[config.mk]
export PLATFORM = sky130hd
export DESIGN_NAME = gray_requantize_bit_packer_unit
export DESIGN_NICKNAME = d
export VERILOG_FILES = /design/src/rtl/grbp_pkg.sv /design/src/rtl/gray_requantize_bit_packer_unit.sv /design/src/rtl/grbp_pack.sv
export SDC_FILE = /design/constraint.sdc
export NUM_CORES = 1
export LEC_CHECK = 0
export ABC_AREA = 1
export BUFFER_PORTS_ARGS = -buffer_cell sky130_fd_sc_hd__buf_2
export CORE_MARGIN = 4
export CORE_UTILIZATION = 40
export CTS_BUF_LIST = sky130_fd_sc_hd__clkbuf_16
export DETAILED_ROUTE_END_ITERATION = 10
export GPL_TIMING_DRIVEN = 1
export PLACE_DENSITY = 0.61
export SLEW_MARGIN = 40
export SYNTH_ARGS = -nofsm -noshare
export SYNTH_HDL_FRONTEND = slang
export SYNTH_HIERARCHICAL = 1
export SYNTH_SLANG_ARGS = --single-unit
[constraint.sdc]
create_clock -name clk -period 7.15 [get_ports clk]
set_input_delay 0.715 -clock clk [delete_from_list [all_inputs] [get_ports clk]]
set_output_delay 0.715 -clock clk [all_outputs]
set_load 0.01 [all_outputs]
[src/rtl/grbp_pkg.sv]
package grbp_pkg;

	localparam int BYTE_BITS = 8;

	// Packer state after reset and after the flush on the last pixel.
	localparam logic [7:0] PENDING_RESET = 8'd0;
	localparam logic [3:0] FREE_RESET    = 4'd8;

	typedef struct packed {
		logic [7:0] pending;
		logic [3:0] free;
	} pack_state_t;

	// One output byte with its final-byte flag.
	typedef struct packed {
		logic       final_byte;
		logic [7:0] packed_byte;
	} out_item_t;

	// Bytes produced by one pixel, in delivery order: item0 first.
	typedef struct packed {
		logic [1:0] count;
		out_item_t  item0;
		out_item_t  item1;
	} pack_result_t;

endpackage

[src/rtl/gray_requantize_bit_packer_unit.sv]
// Gray requantizing bit packer. Each pixel transaction on s_axis is scaled to
// floor(pixel * max_gray_level / 255) and packed MSB first into bytes of
// floor(log2(max_gray_level)) + 1 bit codes; the pixel marked by tlast flushes
// the partial byte, sent with m_axis_tlast high, and restarts the packing.
// One pixel is accepted every clock cycle: it is captured in an input register
// and then scaled and packed into a four-entry output queue. The output delivers
// one byte per cycle while m_axis_tready is high; the input stalls only while the
// queue holds more than two bytes, which happens when m_axis is held off.
// max_gray_level is written through cfg_valid/cfg_data and is always ready;
// write it only between images or while the block is empty.
module gray_requantize_bit_packer_unit (
	input  logic       clk,
	input  logic       arst_n,
	input  logic       cfg_valid,
	output logic       cfg_ready,
	input  logic [6:0] cfg_data,      // max_gray_level
	input  logic       s_axis_tvalid,
	output logic       s_axis_tready,
	input  logic [7:0] s_axis_tdata,  // [7:0] pixel
	input  logic       s_axis_tlast,  // last_pixel
	output logic       m_axis_tvalid,
	input  logic       m_axis_tready,
	output logic [7:0] m_axis_tdata,  // [7:0] packed_byte
	output logic       m_axis_tlast   // final_byte
);

	localparam int QUEUE_DEPTH = 4;
	localparam int PTR_W       = $clog2(QUEUE_DEPTH);

	logic [6:0]             max_q;
	logic                   valid_s1;
	logic [7:0]             pixel_s1;
	logic                   last_s1;
	grbp_pkg::pack_state_t  state_q;
	grbp_pkg::pack_state_t  state_nxt;
	grbp_pkg::pack_result_t result;
	grbp_pkg::out_item_t    queue_q [QUEUE_DEPTH];
	logic [PTR_W-1:0]       wr_ptr_q;
	logic [PTR_W-1:0]       rd_ptr_q;
	logic [PTR_W:0]         count_q;
	logic                   advance;
	logic                   pop;
	logic [1:0]             push_n;

	assign cfg_ready = 1'b1;

	always_ff @(posedge clk or negedge arst_n) begin
		if (!arst_n) begin
			max_q <= 7'd127;
		end else if (cfg_valid) begin
			max_q <= cfg_data;
		end
	end

	// The stage hands its pixel on only when the queue can take two bytes.
	assign advance       = valid_s1 && (count_q <= (PTR_W+1)'(QUEUE_DEPTH - 2));
	assign s_axis_tready = !valid_s1 || advance;

	always_ff @(posedge clk or negedge arst_n) begin
		if (!arst_n) begin
			valid_s1 <= 1'b0;
		end else if (s_axis_tready) begin
			valid_s1 <= s_axis_tvalid;
		end
	end

	always_ff @(posedge clk) begin
		if (s_axis_tvalid && s_axis_tready) begin
			pixel_s1 <= s_axis_tdata;
			last_s1  <= s_axis_tlast;
		end
	end

	grbp_pack u_pack (
		.pixel          (pixel_s1),
		.last_pixel     (last_s1),
		.max_gray_level (max_q),
		.state_cur      (state_q),
		.state_nxt      (state_nxt),
		.result         (result)
	);

	always_ff @(posedge clk or negedge arst_n) begin
		if (!arst_n) begin
			state_q.pending <= grbp_pkg::PENDING_RESET;
			state_q.free    <= grbp_pkg::FREE_RESET;
		end else if (advance) begin
			state_q <= state_nxt;
		end
	end

	assign push_n = advance ? result.count : 2'd0;
	assign pop    = m_axis_tvalid && m_axis_tready;

	always_ff @(posedge clk) begin
		if (push_n != 2'd0) begin
			queue_q[wr_ptr_q] <= result.item0;
		end
		if (push_n == 2'd2) begin
			queue_q[wr_ptr_q + PTR_W'(1)] <= result.item1;
		end
	end

	always_ff @(posedge clk or negedge arst_n) begin
		if (!arst_n) begin
			wr_ptr_q <= '0;
			rd_ptr_q <= '0;
			count_q  <= '0;
		end else begin
			wr_ptr_q <= wr_ptr_q + PTR_W'(push_n);
			if (pop) begin
				rd_ptr_q <= rd_ptr_q + PTR_W'(1);
			end
			count_q <= count_q + (PTR_W+1)'(push_n) - (PTR_W+1)'(pop);
		end
	end

	assign m_axis_tvalid = count_q != '0;
	assign m_axis_tdata  = queue_q[rd_ptr_q].packed_byte;
	assign m_axis_tlast  = queue_q[rd_ptr_q].final_byte;

endmodule

[src/rtl/grbp_pack.sv]
module grbp_pack (
	input  logic [7:0]            pixel,
	input  logic                  last_pixel,
	input  logic [6:0]            max_gray_level,
	input  grbp_pkg::pack_state_t state_cur,
	output grbp_pkg::pack_state_t state_nxt,
	output grbp_pkg::pack_result_t result
);

	logic [14:0] product;
	logic [14:0] quot_sum;
	logic [6:0]  code;
	logic [3:0]  width;
	logic [3:0]  spill;
	logic [3:0]  free_after;
	logic [7:0]  pend_after;
	logic        spilled;
	logic [7:0]  spill_byte;
	logic [15:0] code_ext;

	always_comb begin
		priority if (max_gray_level[6]) width = 4'd7;
		else if (max_gray_level[5]) width = 4'd6;
		else if (max_gray_level[4]) width = 4'd5;
		else if (max_gray_level[3]) width = 4'd4;
		else if (max_gray_level[2]) width = 4'd3;
		else if (max_gray_level[1]) width = 4'd2;
		else width = 4'd1;
	end

	// Division by 255 for a 15-bit value: (x + (x >> 8) + 1) >> 8 is exact here.
	assign product  = 15'(pixel) * 15'(max_gray_level);
	assign quot_sum = product + 15'(product[14:8]) + 15'd1;
	assign code     = quot_sum[14:8];
	assign code_ext = {9'd0, code};

	assign spilled = state_cur.free < width;
	assign spill   = width - state_cur.free;

	always_comb begin
		if (spilled) begin
			spill_byte = state_cur.pending | 8'(code >> spill);
			free_after = 4'(grbp_pkg::BYTE_BITS) - spill;
		end else begin
			spill_byte = state_cur.pending;
			free_after = state_cur.free - width;
		end
		if (spilled) begin
			pend_after = code_ext[7:0] << free_after;
		end else begin
			pend_after = state_cur.pending | 8'(code_ext << free_after);
		end
	end

	always_comb begin
		result = '0;
		if (last_pixel) begin
			state_nxt.pending = grbp_pkg::PENDING_RESET;
			state_nxt.free    = grbp_pkg::FREE_RESET;
		end else begin
			state_nxt.pending = pend_after;
			state_nxt.free    = free_after;
		end
		// At least one bit is always pending after a code, so the last pixel
		// always flushes a byte.
		if (spilled) begin
			result.item0.packed_byte = spill_byte;
			result.item0.final_byte  = 1'b0;
			result.item1.packed_byte = pend_after;
			result.item1.final_byte  = 1'b1;
			result.count             = last_pixel ? 2'd2 : 2'd1;
		end else begin
			result.item0.packed_byte = pend_after;
			result.item0.final_byte  = 1'b1;
			result.count             = last_pixel ? 2'd1 : 2'd0;
		end
	end

endmodule
==> flow_results.xml, run 1 <==
<?xml version="1.0" encoding="UTF-8"?>
<metrics>
  <group name="yosys">
    <metric name="synthesis.instances" unit="">1009</metric>
    <metric name="synth.area.top_cells" unit="">edfxtp_1 18%, nand2_1 14%, fa_1 8.7%</metric>
    <metric name="synthArstFlopShare" unit="">0.375</metric>
    <metric name="synth-seq-area-share" unit="">0.277</metric>
    <metric name="yosysWarningCount" unit="">6</metric>
    <metric name="synth_edf_count" unit="">45</metric>
    <metric name="post_synth_num_cell_types" unit="">49</metric>
    <metric name="synth_seq_cells" unit="">72</metric>
    <metric name="synth_top_cell_area_share" unit="">0.184</metric>
    <metric name="synth_top_area_cell" unit="">edfxtp_1</metric>
    <metric name="synthFlopType" unit="">edfxtp_1</metric>
    <metric name="postSynthNetCount" unit="">1110</metric>
    <metric name="postSynthAreaPerCell" unit="sq um">7.29</metric>
    <metric name="syn_area" unit="sq um">7350</metric>
  </group>
  <group name="finish">
    <metric name="fill_cells" unit="">1914</metric>
    <metric name="stdcell_count" unit="">1254</metric>
    <metric name="finish.net_count" unit="">1121</metric>
    <metric name="multi_input_comb_area" unit="sq um">4490</metric>
    <metric name="insertedDiodeCount" unit="">0</metric>
    <metric name="final_area" unit="sq um">7960</metric>
    <metric name="area.growth.synth_to_final" unit="%">8.29</metric>
    <metric name="drive_above_1_share" unit="">0.112</metric>
    <metric name="seq_area" unit="sq um">2040</metric>
    <metric name="layout_commonest_cell" unit="">nand2_1</metric>
    <metric name="mostFrequentLayoutCells" unit="">280 x nand2_1, 167 x inv_1, 122 x nand3_1</metric>
  </group>
  <group name="critical_path">
    <metric name="setup.worst_path.class" unit="">reg -&gt; reg</metric>
    <metric name="regToRegEndpoint" unit="">queue_q[3][5]</metric>
    <metric name="critical_path.most_common_cell" unit="">nand2_1</metric>
    <metric name="crit_path_end_kind" unit="">flop</metric>
    <metric name="regToRegSetupSlack" unit="ns">0.86</metric>
    <metric name="maximum_fanout_along_the_worst_path" unit="">11</metric>
    <metric name="depth_of_the_most_critical_reg_to_reg_path" unit="">30</metric>
    <metric name="worstPathArrival" unit="ns">6.37</metric>
    <metric name="cp_slowest_cell" unit="">dfstp_2</metric>
    <metric name="worst_path_largest_cell_delay" unit="ns">0.64</metric>
    <metric name="rr_startpoint" unit="">max_q[6]</metric>
    <metric name="setup.worst_path.start_class" unit="">flop</metric>
    <metric name="crit_required" unit="ns">7.23</metric>
    <metric name="critical_path.startpoint" unit="">max_q[6]</metric>
  </group>
  <group name="timing">
    <metric name="finalHoldViolations" unit="">0</metric>
    <metric name="clock_skew" unit="ns">0.0127</metric>
    <metric name="layout_setup_ws" unit="ns">0.860</metric>
    <metric name="timing.max_slew.rel_slack" unit="">0.440</metric>
    <metric name="min_period" unit="ns">6.29</metric>
    <metric name="layout_worst_path_cycle_share" unit="">0.880</metric>
    <metric name="setup-violations-final" unit="">0</metric>
    <metric name="drv_slew" unit="">0</metric>
    <metric name="grt_setup_unrepaired" unit="">no</metric>
    <metric name="fmax" unit="GHz">0.159</metric>
    <metric name="max_slew.worst_pin.slew" unit="ns">0.838</metric>
    <metric name="final.setup.tns" unit="ns">0</metric>
  </group>
  <group name="routing">
    <metric name="drt_first_pass_iters" unit="">5</metric>
    <metric name="detailedRoute.firstIterationViolations" unit="">391</metric>
    <metric name="routed_via_density" unit="">5.09</metric>
    <metric name="drc" unit="">0</metric>
    <metric name="detailroute.via_count" unit="">6379</metric>
    <metric name="ant_nets" unit="">0</metric>
    <metric name="route.final.wire_length" unit="um">18400</metric>
    <metric name="avgRoutedWirePerCell" unit="um">14.7</metric>
  </group>
  <group name="clock_network">
    <metric name="insertion_delay" unit="ns">0.34</metric>
    <metric name="cts.path.max_buffers" unit="">2</metric>
    <metric name="cts.reportedPaths.clkPinSlew" unit="ns">0.07</metric>
    <metric name="post_cts_setup_buffers" unit="">0</metric>
    <metric name="cts.root.buffer_cell" unit="">clkbuf_16</metric>
    <metric name="cts_tree" unit="">built</metric>
    <metric name="holdBufCountCts" unit="">0</metric>
    <metric name="ctsResizeCount" unit="">0</metric>
    <metric name="cts_buffers" unit="">9</metric>
    <metric name="htree_levels" unit="">3</metric>
    <metric name="clock_sinks" unit="">72</metric>
  </group>
  <group name="floorplanning">
    <metric name="ioPinCount" unit="">33</metric>
    <metric name="floorplan.rows" unit="">49</metric>
    <metric name="design.die.area" unit="sq um">20600</metric>
    <metric name="fp.dieH" unit="um">144</metric>
    <metric name="core_region_area" unit="sq um">18000</metric>
    <metric name="die_x" unit="um">144</metric>
    <metric name="initial_utilization" unit="">0.408</metric>
  </group>
  <group name="grt">
    <metric name="grt_max_degree" unit="">41</metric>
    <metric name="grt_first_pass_wirelength" unit="um">31300</metric>
    <metric name="first_global_vias" unit="">6424</metric>
    <metric name="gr-usage-all-layers" unit="">0.186</metric>
    <metric name="globalRouteOverflowTotal" unit="">0</metric>
    <metric name="antenna_violations_before_repair" unit="">0</metric>
  </group>
  <group name="placed_design">
    <metric name="detailedPlacementHpwl" unit="um">14100</metric>
    <metric name="post-place-cells" unit="">1238</metric>
    <metric name="gp_congestion" unit="">0.892</metric>
    <metric name="post-place-ws" unit="ns">0.897</metric>
    <metric name="port_buffers" unit="">31</metric>
    <metric name="postPlaceCellArea" unit="sq um">7650</metric>
  </group>
  <group name="job">
    <metric name="timing.max_cap.violations" unit="">0</metric>
  </group>
  <group name="min_path">
    <metric name="min_path_type" unit="">in -&gt; async</metric>
  </group>
  <group name="outcome">
    <metric name="status" unit="">complete, no violations</metric>
  </group>
</metrics>
==> worst max path at each step <==
stage          cells after the start  slack [ns]       endpoint
2_1_floorplan                     33        1.30  queue_q[1][4]
3_3_place_gp                      32        0.95  queue_q[1][4]
3_5_place_dp                      32        0.90  queue_q[1][4]
4_1_cts                           32        0.87  queue_q[3][7]
5_1_grt                           32        0.35  queue_q[3][4]
6_report                          30        0.86  queue_q[3][5]
==> critical path, delay by kind of cell (launching register included) <==
kind | cells | cell delay (ns)
fa+ha+maj | 6 | 2.78
simple gates | 17 | 1.71
buf+inv | 4 | 0.27
flops | 1 | 0.64
xor+xnor | 1 | 0.32
compound gates | 2 | 0.30
==> cell families after synthesis <==
group / Yosys count / synth area share
compound gates: 100 / 0.0923
fa+ha+maj: 80 / 0.169
simple gates: 525 / 0.318
other cells: 1 / 0.000510
buf+inv: 210 / 0.113
flops: 72 / 0.277
mux: 7 / 0.0107
xor+xnor: 14 / 0.0187
==> per-stage QoR <==
step,utilization,hold slack [ns]
6_report,0.442,0.403
5_1_grt,0.442,0.451
4_1_cts,0.442,0.417
3_5_place_dp,0.424,0.485
3_3_place_gp,0.424,0.468
2_1_floorplan,-,0.419
==> routing by layer <==
metal  vias up  wire length, um  global-route usage
li1       3246                -                   -
met4         0              399              0.0550
met5         -                0                   0
met3        29              587              0.0166
met1      2972             8250               0.237
met2       132             9190               0.335
==> registers in the layout (all words and copies together), names as in the netlist <==
name / cells
queue_q: 36
state_q: 12
valid_s1: 1
max_q: 7
rd_ptr_q: 2
count_q: 3
pixel_s1: 8
wr_ptr_q: 2
last_s1: 1
==> cell usage after synthesis (17+ instances only) <==
master / count
nand2_1: 280
inv_1: 167
nand3_1: 122
nor2_1: 65
ha_1: 48
edfxtp_1: 45
o21bai_1: 38
fa_1: 32
o21ai_0: 21
clkbuf_1: 20
dfrtp_1: 19
nand4_1: 17
==> area by class of cell <==
class | count | share of cell area
timing repair buffer | 35 | 0.0233
multi-input combinational | 727 | 0.564
clock buffer | 11 | 0.0346
clock inverter | 5 | 0.00424
inverter | 175 | 0.0825
tap | 229 | 0.0360
sequential | 72 | 0.256
Power of run 1 is not shown: default switching activity piles up to over one toggle a cycle in this logic, so the estimate is an artifact.
==> run 2: changes to the inputs <==
--- a/config.mk
+++ b/config.mk
@@ -7,12 +7,13 @@
 export LEC_CHECK = 0
 export ABC_AREA = 1
 export BUFFER_PORTS_ARGS = -buffer_cell sky130_fd_sc_hd__buf_2
+export CORE_ASPECT_RATIO = 0.8
 export CORE_MARGIN = 4
 export CORE_UTILIZATION = 40
 export CTS_BUF_LIST = sky130_fd_sc_hd__clkbuf_16
 export DETAILED_ROUTE_END_ITERATION = 10
 export GPL_TIMING_DRIVEN = 1
-export PLACE_DENSITY = 0.61
+export PLACE_DENSITY = 0.63
 export SLEW_MARGIN = 40
 export SYNTH_ARGS = -nofsm -noshare
 export SYNTH_HDL_FRONTEND = slang
==> constraint.sdc (replaced) <==
create_clock -name clk -period 5.55 [get_ports clk]
set_input_delay 0.555 -clock clk [delete_from_list [all_inputs] [get_ports clk]]
set_output_delay 0.555 -clock clk [all_outputs]
set_load 0.01 [all_outputs]
==> run 2 against run 1 <==
- the flow now finishes with violations (setup timing)
- critical path type unchanged
- global-route usage increased by 0.94 points
- design area is 15% higher
- critical path depth up 5
- wire length rose by 8.8%
- final cell count up 6.8%
- highest routed layer unchanged
- register-to-register slack lost 1.2 ns
- worst hold slack worse by 0.14 ns
- maximum frequency is 7.6% higher
==> flow_results.xml, run 2 (synthesis gave the netlist of run 1 again) <==
<?xml version="1.0" encoding="UTF-8"?>
<metrics>
  <group name="floorplanning">
    <metric name="initial_utilization" unit="">0.406</metric>
    <metric name="design.die.area" unit="sq um">20600</metric>
    <metric name="fp.dieH" unit="um">129</metric>
    <metric name="die_x" unit="um">160</metric>
    <metric name="ioPinCount" unit="">33</metric>
    <metric name="core_region_area" unit="sq um">18100</metric>
    <metric name="floorplan.rows" unit="">44</metric>
  </group>
  <group name="placed_design">
    <metric name="port_buffers" unit="">31</metric>
    <metric name="gp_congestion" unit="">0.893</metric>
    <metric name="detailedPlacementHpwl" unit="um">14900</metric>
    <metric name="post-place-cells" unit="">1304</metric>
  </group>
  <group name="critical_path">
    <metric name="setup.worst_path.class" unit="">reg -&gt; reg</metric>
    <metric name="crit_path_end_kind" unit="">flop</metric>
    <metric name="worst_path_largest_cell_delay" unit="ns">0.57</metric>
    <metric name="worstPathArrival" unit="ns">5.92</metric>
    <metric name="critical_path.most_common_cell" unit="">nand2_1</metric>
    <metric name="setup.worst_path.start_class" unit="">flop</metric>
    <metric name="crit_required" unit="ns">5.63</metric>
    <metric name="cp_slowest_cell" unit="">dfstp_2</metric>
    <metric name="maximum_fanout_along_the_worst_path" unit="">6</metric>
  </group>
  <group name="clock_network">
    <metric name="cts.reportedPaths.clkPinSlew" unit="ns">0.06</metric>
    <metric name="htree_levels" unit="">3</metric>
    <metric name="cts_buffers" unit="">9</metric>
    <metric name="clock_sinks" unit="">72</metric>
    <metric name="cts.path.max_buffers" unit="">2</metric>
    <metric name="insertion_delay" unit="ns">0.34</metric>
    <metric name="cts_tree" unit="">built</metric>
    <metric name="cts.root.buffer_cell" unit="">clkbuf_16</metric>
  </group>
  <group name="outcome">
    <metric name="status" unit="">finished with violations</metric>
    <metric name="failed_checks" unit="">setup timing</metric>
  </group>
  <group name="finish">
    <metric name="finish.net_count" unit="">1206</metric>
    <metric name="top_registers" unit="">queue_q (36), state_q (12), pixel_s1 (8)</metric>
    <metric name="insertedDiodeCount" unit="">0</metric>
    <metric name="registers.top_by_ff_count" unit="">queue_q</metric>
    <metric name="flip_flop_count_of_the_largest_register_after_layout" unit="">36</metric>
    <metric name="mostFrequentLayoutCells" unit="">233 x nand2_1, 153 x inv_1, 96 x nand3_1</metric>
    <metric name="stdcell_count" unit="">1339</metric>
    <metric name="layout_commonest_cell" unit="">nand2_1</metric>
    <metric name="area.growth.synth_to_final" unit="%">24.5</metric>
    <metric name="drive_above_1_share" unit="">0.289</metric>
  </group>
  <group name="timing">
    <metric name="setup-violations-final" unit="">37</metric>
    <metric name="grt_setup_unrepaired" unit="">yes</metric>
    <metric name="drv_slew" unit="">0</metric>
    <metric name="layout_setup_ws" unit="ns">-0.296</metric>
    <metric name="fmax" unit="GHz">0.171</metric>
    <metric name="timing.max_slew.rel_slack" unit="">0.489</metric>
    <metric name="clock_skew" unit="ns">0.00885</metric>
    <metric name="layout_worst_path_cycle_share" unit="">1.05</metric>
    <metric name="finalHoldViolations" unit="">0</metric>
    <metric name="max_slew.worst_pin.slew" unit="ns">0.766</metric>
    <metric name="min_period" unit="ns">5.85</metric>
  </group>
  <group name="routing">
    <metric name="ant_nets" unit="">0</metric>
    <metric name="avgRoutedWirePerCell" unit="um">15.0</metric>
    <metric name="drt_first_pass_iters" unit="">7</metric>
    <metric name="routed_via_density" unit="">5.11</metric>
    <metric name="route.final.wire_length" unit="um">20100</metric>
    <metric name="drc" unit="">0</metric>
    <metric name="detailroute.via_count" unit="">6841</metric>
    <metric name="detailedRoute.firstIterationViolations" unit="">556</metric>
  </group>
  <group name="job">
    <metric name="timing.max_cap.violations" unit="">0</metric>
  </group>
  <group name="grt">
    <metric name="globalRouteOverflowTotal" unit="">0</metric>
    <metric name="antenna_violations_before_repair" unit="">0</metric>
    <metric name="first_global_vias" unit="">6395</metric>
    <metric name="grt_first_pass_wirelength" unit="um">32900</metric>
    <metric name="grt_max_degree" unit="">41</metric>
    <metric name="gr-usage-all-layers" unit="">0.195</metric>
  </group>
  <group name="min_path">
    <metric name="min_path_type" unit="">in -&gt; async</metric>
  </group>
</metrics>
[run 2: worst max-delay path: cells and delay by family, from the launching register on]
family	cells	cell delay, ns
xor gates and xnor gates	1	0.17
AOI/OAI and AO/OA	2	0.18
buffers and inverters	7	0.59
DFF	1	0.57
adders and majority gates	6	2.38
and+or+nand+nor	19	1.68
[run 2: what timing repair did]
item	4_1_cts	5_1_grt
buffers inserted	12	7
pin swaps	33	48
resized for setup	56	72
setup endpoints to repair	38	40
hold buffers	0	0
[run 2: layer usage]
layer  vias to the layer above  global-route usage  share of wire
met3                        16              0.0286          0.067
met5                         -                   0              0
met4                         0              0.0418         0.0098
met1                      3168               0.308           0.50
li1                       3420                   -              -
met2                       237               0.283           0.42
[run 2: worst paths after layout]
path                                      start       endpoint  slack, ns  cells after the start
worst min-delay path                     arst_n    rd_ptr_q[0]       0.27                      1
min in group clk                s_axis_tdata[6]    pixel_s1[6]       0.39                      1
max in group asynchronous                arst_n     count_q[0]       4.83                      1
worst min register to register       state_q[3]     state_q[3]       0.50                      2
worst max-delay path                   max_q[6]  queue_q[0][7]      -0.30                     35
worst max register to register         max_q[6]  queue_q[0][7]      -0.30                     35
[run 2: layout make-up]
| type | count | area (sq um) |
|---|---|---|
| flip-flops and latches | 72 | 2040 |
| well taps | 230 | 288 |
| multi-input cells | 727 | 5050 |
| clock buffers | 9 | 225 |
| inverters | 175 | 657 |
| clock inverters | 6 | 60.1 |
| repair buffers | 120 | 831 |
| fillers | 1689 | 8960 |
[run 2: stage by stage]
step	TNS, ns	utilization	area, sq um	worst slack (ns)	hold slack, ns
after global routing	-20.05	0.505	9150	-0.573	0.310
final	-7.79	0.505	9150	-0.296	0.265
after detailed placement	-9.57	0.454	8220	-0.337	0.485
after CTS	-3.74	0.487	8820	-0.174	0.275
after global placement	-8.03	0.453	8210	-0.286	0.478
after floorplan	0	-	7460	0.00436	0.259
Power of run 2 is left out for the same reason.
==> run 3: changes to the inputs <==
--- a/config.mk
+++ b/config.mk
@@ -7,13 +7,15 @@
 export LEC_CHECK = 0
 export ABC_AREA = 1
 export BUFFER_PORTS_ARGS = -buffer_cell sky130_fd_sc_hd__buf_2
+export CELL_PAD_IN_SITES_DETAIL_PLACEMENT = 0
+export CELL_PAD_IN_SITES_GLOBAL_PLACEMENT = 1
 export CORE_ASPECT_RATIO = 0.8
 export CORE_MARGIN = 4
 export CORE_UTILIZATION = 40
 export CTS_BUF_LIST = sky130_fd_sc_hd__clkbuf_16
 export DETAILED_ROUTE_END_ITERATION = 10
 export GPL_TIMING_DRIVEN = 1
-export PLACE_DENSITY = 0.63
+export PLACE_DENSITY = 0.79
 export SLEW_MARGIN = 40
 export SYNTH_ARGS = -nofsm -noshare
 export SYNTH_HDL_FRONTEND = slang
==> run 3 against run 2 <==
- the run still ends with setup timing left
- worst setup slack worse by 0.0084 ns
- count of clock-buffer cells in the layout unchanged
- via count is the same
- final cell count increased by 1.2%
- register-to-register slack about the same
- sequential share of layout area shrank 0.29 points
- sequential cell count is the same
- worst hold slack better by 0.015 ns
- design area up 1.3%
- global-route usage increased by 0.86 points
- wire length is 3.9% higher
- critical path type unchanged
- critical endpoint is now queue_q[1][7]
- largest cell class unchanged
==> flow_results.xml, run 3 (synthesis gave the netlist of run 1 again) <==
<?xml version="1.0" encoding="UTF-8"?>
<metrics>
  <group name="critical_path">
    <metric name="maximum_fanout_along_the_worst_path" unit="">5</metric>
    <metric name="rr_startpoint" unit="">max_q[2]</metric>
    <metric name="setup.worst_path.class" unit="">reg -&gt; reg</metric>
    <metric name="cp_slowest_cell" unit="">fa_1</metric>
    <metric name="critical_path.startpoint" unit="">max_q[2]</metric>
    <metric name="critical_path.most_common_cell" unit="">nand2_2</metric>
    <metric name="worst_path_largest_cell_delay" unit="ns">0.49</metric>
    <metric name="worstPathArrival" unit="ns">5.93</metric>
    <metric name="depth_of_the_most_critical_reg_to_reg_path" unit="">37</metric>
    <metric name="crit_required" unit="ns">5.62</metric>
    <metric name="setup.worst_path.start_class" unit="">flop</metric>
    <metric name="regToRegSetupSlack" unit="ns">-0.30</metric>
    <metric name="crit_path_end_kind" unit="">flop</metric>
  </group>
  <group name="floorplanning">
    <metric name="ioPinCount" unit="">33</metric>
    <metric name="die_x" unit="um">160</metric>
    <metric name="core_region_area" unit="sq um">18100</metric>
    <metric name="initial_utilization" unit="">0.406</metric>
    <metric name="floorplan.rows" unit="">44</metric>
    <metric name="fp.dieH" unit="um">129</metric>
    <metric name="design.die.area" unit="sq um">20600</metric>
  </group>
  <group name="timing">
    <metric name="finalHoldViolations" unit="">0</metric>
    <metric name="max_slew.worst_pin.slew" unit="ns">0.775</metric>
    <metric name="drv_slew" unit="">0</metric>
    <metric name="fin_hold_ws" unit="ns">0.281</metric>
    <metric name="timing.max_slew.rel_slack" unit="">0.483</metric>
    <metric name="setup-violations-final" unit="">37</metric>
    <metric name="clock_skew" unit="ns">0.0109</metric>
    <metric name="layout_setup_ws" unit="ns">-0.304</metric>
    <metric name="fmax" unit="GHz">0.171</metric>
    <metric name="grt_setup_unrepaired" unit="">yes</metric>
    <metric name="layout_worst_path_cycle_share" unit="">1.05</metric>
    <metric name="min_period" unit="ns">5.85</metric>
  </group>
  <group name="finish">
    <metric name="mostFrequentLayoutCells" unit="">230 x nand2_1, 154 x inv_1, 96 x buf_4</metric>
    <metric name="area.growth.synth_to_final" unit="%">26.1</metric>
    <metric name="flip_flop_count_of_the_largest_register_after_layout" unit="">36</metric>
    <metric name="drive_above_1_share" unit="">0.299</metric>
    <metric name="finish.net_count" unit="">1221</metric>
    <metric name="top_registers" unit="">queue_q (36), state_q (12), pixel_s1 (8)</metric>
    <metric name="layout_commonest_cell" unit="">nand2_1</metric>
    <metric name="insertedDiodeCount" unit="">0</metric>
    <metric name="registers.top_by_ff_count" unit="">queue_q</metric>
  </group>
  <group name="outcome">
    <metric name="failed_checks" unit="">setup timing</metric>
    <metric name="status" unit="">finished with violations</metric>
  </group>
  <group name="routing">
    <metric name="route.final.wire_length" unit="um">20900</metric>
    <metric name="ant_nets" unit="">0</metric>
    <metric name="routed_via_density" unit="">5.05</metric>
    <metric name="avgRoutedWirePerCell" unit="um">15.4</metric>
    <metric name="drc" unit="">0</metric>
    <metric name="detailroute.via_count" unit="">6841</metric>
    <metric name="drt_first_pass_iters" unit="">5</metric>
    <metric name="detailedRoute.firstIterationViolations" unit="">488</metric>
  </group>
  <group name="placed_design">
    <metric name="detailedPlacementHpwl" unit="um">15600</metric>
    <metric name="gp_congestion" unit="">0.856</metric>
    <metric name="port_buffers" unit="">31</metric>
    <metric name="post-place-ws" unit="ns">-0.426</metric>
  </group>
  <group name="grt">
    <metric name="first_global_vias" unit="">6583</metric>
    <metric name="grt_max_degree" unit="">37</metric>
    <metric name="grt_first_pass_wirelength" unit="um">34400</metric>
    <metric name="globalRouteOverflowTotal" unit="">0</metric>
    <metric name="antenna_violations_before_repair" unit="">0</metric>
    <metric name="gr-usage-all-layers" unit="">0.204</metric>
  </group>
  <group name="clock_network">
    <metric name="cts_tree" unit="">built</metric>
    <metric name="cts_buffers" unit="">9</metric>
    <metric name="cts.root.buffer_cell" unit="">clkbuf_16</metric>
    <metric name="cts.path.max_buffers" unit="">2</metric>
    <metric name="cts.reportedPaths.clkPinSlew" unit="ns">0.06</metric>
    <metric name="insertion_delay" unit="ns">0.33</metric>
    <metric name="holdBufCountCts" unit="">0</metric>
    <metric name="clock_sinks" unit="">72</metric>
    <metric name="htree_levels" unit="">3</metric>
  </group>
  <group name="job">
    <metric name="timing.max_cap.violations" unit="">0</metric>
  </group>
  <group name="min_path">
    <metric name="min_path_type" unit="">in -&gt; async</metric>
  </group>
</metrics>
==> run 3: area by class of cell <==
class | instances | area (sq um)
clock buffer | 9 | 225
clock inverter | 7 | 71.3
fill | 1774 | 8840
inverter | 175 | 657
multi-input combinational | 727 | 5030
sequential | 72 | 2040
tap | 230 | 288
timing repair buffer | 135 | 966
==> run 3: final timing paths <==
kind | to
min in group clk | pixel_s1[1]
min | state_q[7]
max reg2reg | queue_q[1][7]
max in group asynchronous | state_q[1]
max | queue_q[1][7]
min reg2reg | state_q[3]
==> run 3: stage by stage <==
step,util,TNS (ns),instance area [sq um],cells
3_3_place_gp,0.461,-12.20,8350,1323
6_report,0.512,-9.47,9270,1355
3_5_place_dp,0.461,-13.07,8350,1323
2_1_floorplan,-,0,7460,1009
5_1_grt,0.512,-20.75,9270,1355
4_1_cts,0.494,-4.76,8950,1348
==> run 3: critical path, delay by kind of cell (launching register included) <==
family	cells	cell delay (ns)
buffers and inverters	9	0.61
adder cells (fa/ha/maj)	6	2.50
AO/OA/AOI/OAI	3	0.34
AND/OR/NAND/NOR	18	1.53
XOR/XNOR	1	0.18
flip-flops	1	0.41
==> run 3: timing repair <==
item / 4_1_cts / 5_1_grt
buffers inserted: 9 / 7
gates resized for setup: 63 / 72
pin swaps: 64 / 68
setup endpoints to repair: 40 / 40
==> run 3: per-layer routing <==
layer,vias up,track usage,routed length [um]
li1,3446,-,-
met1,3189,0.316,10700
met2,183,0.306,8750
met3,23,0.0203,1130
met4,0,0.0515,275
met5,-,0,0
Power of run 3 is left out for the same reason.
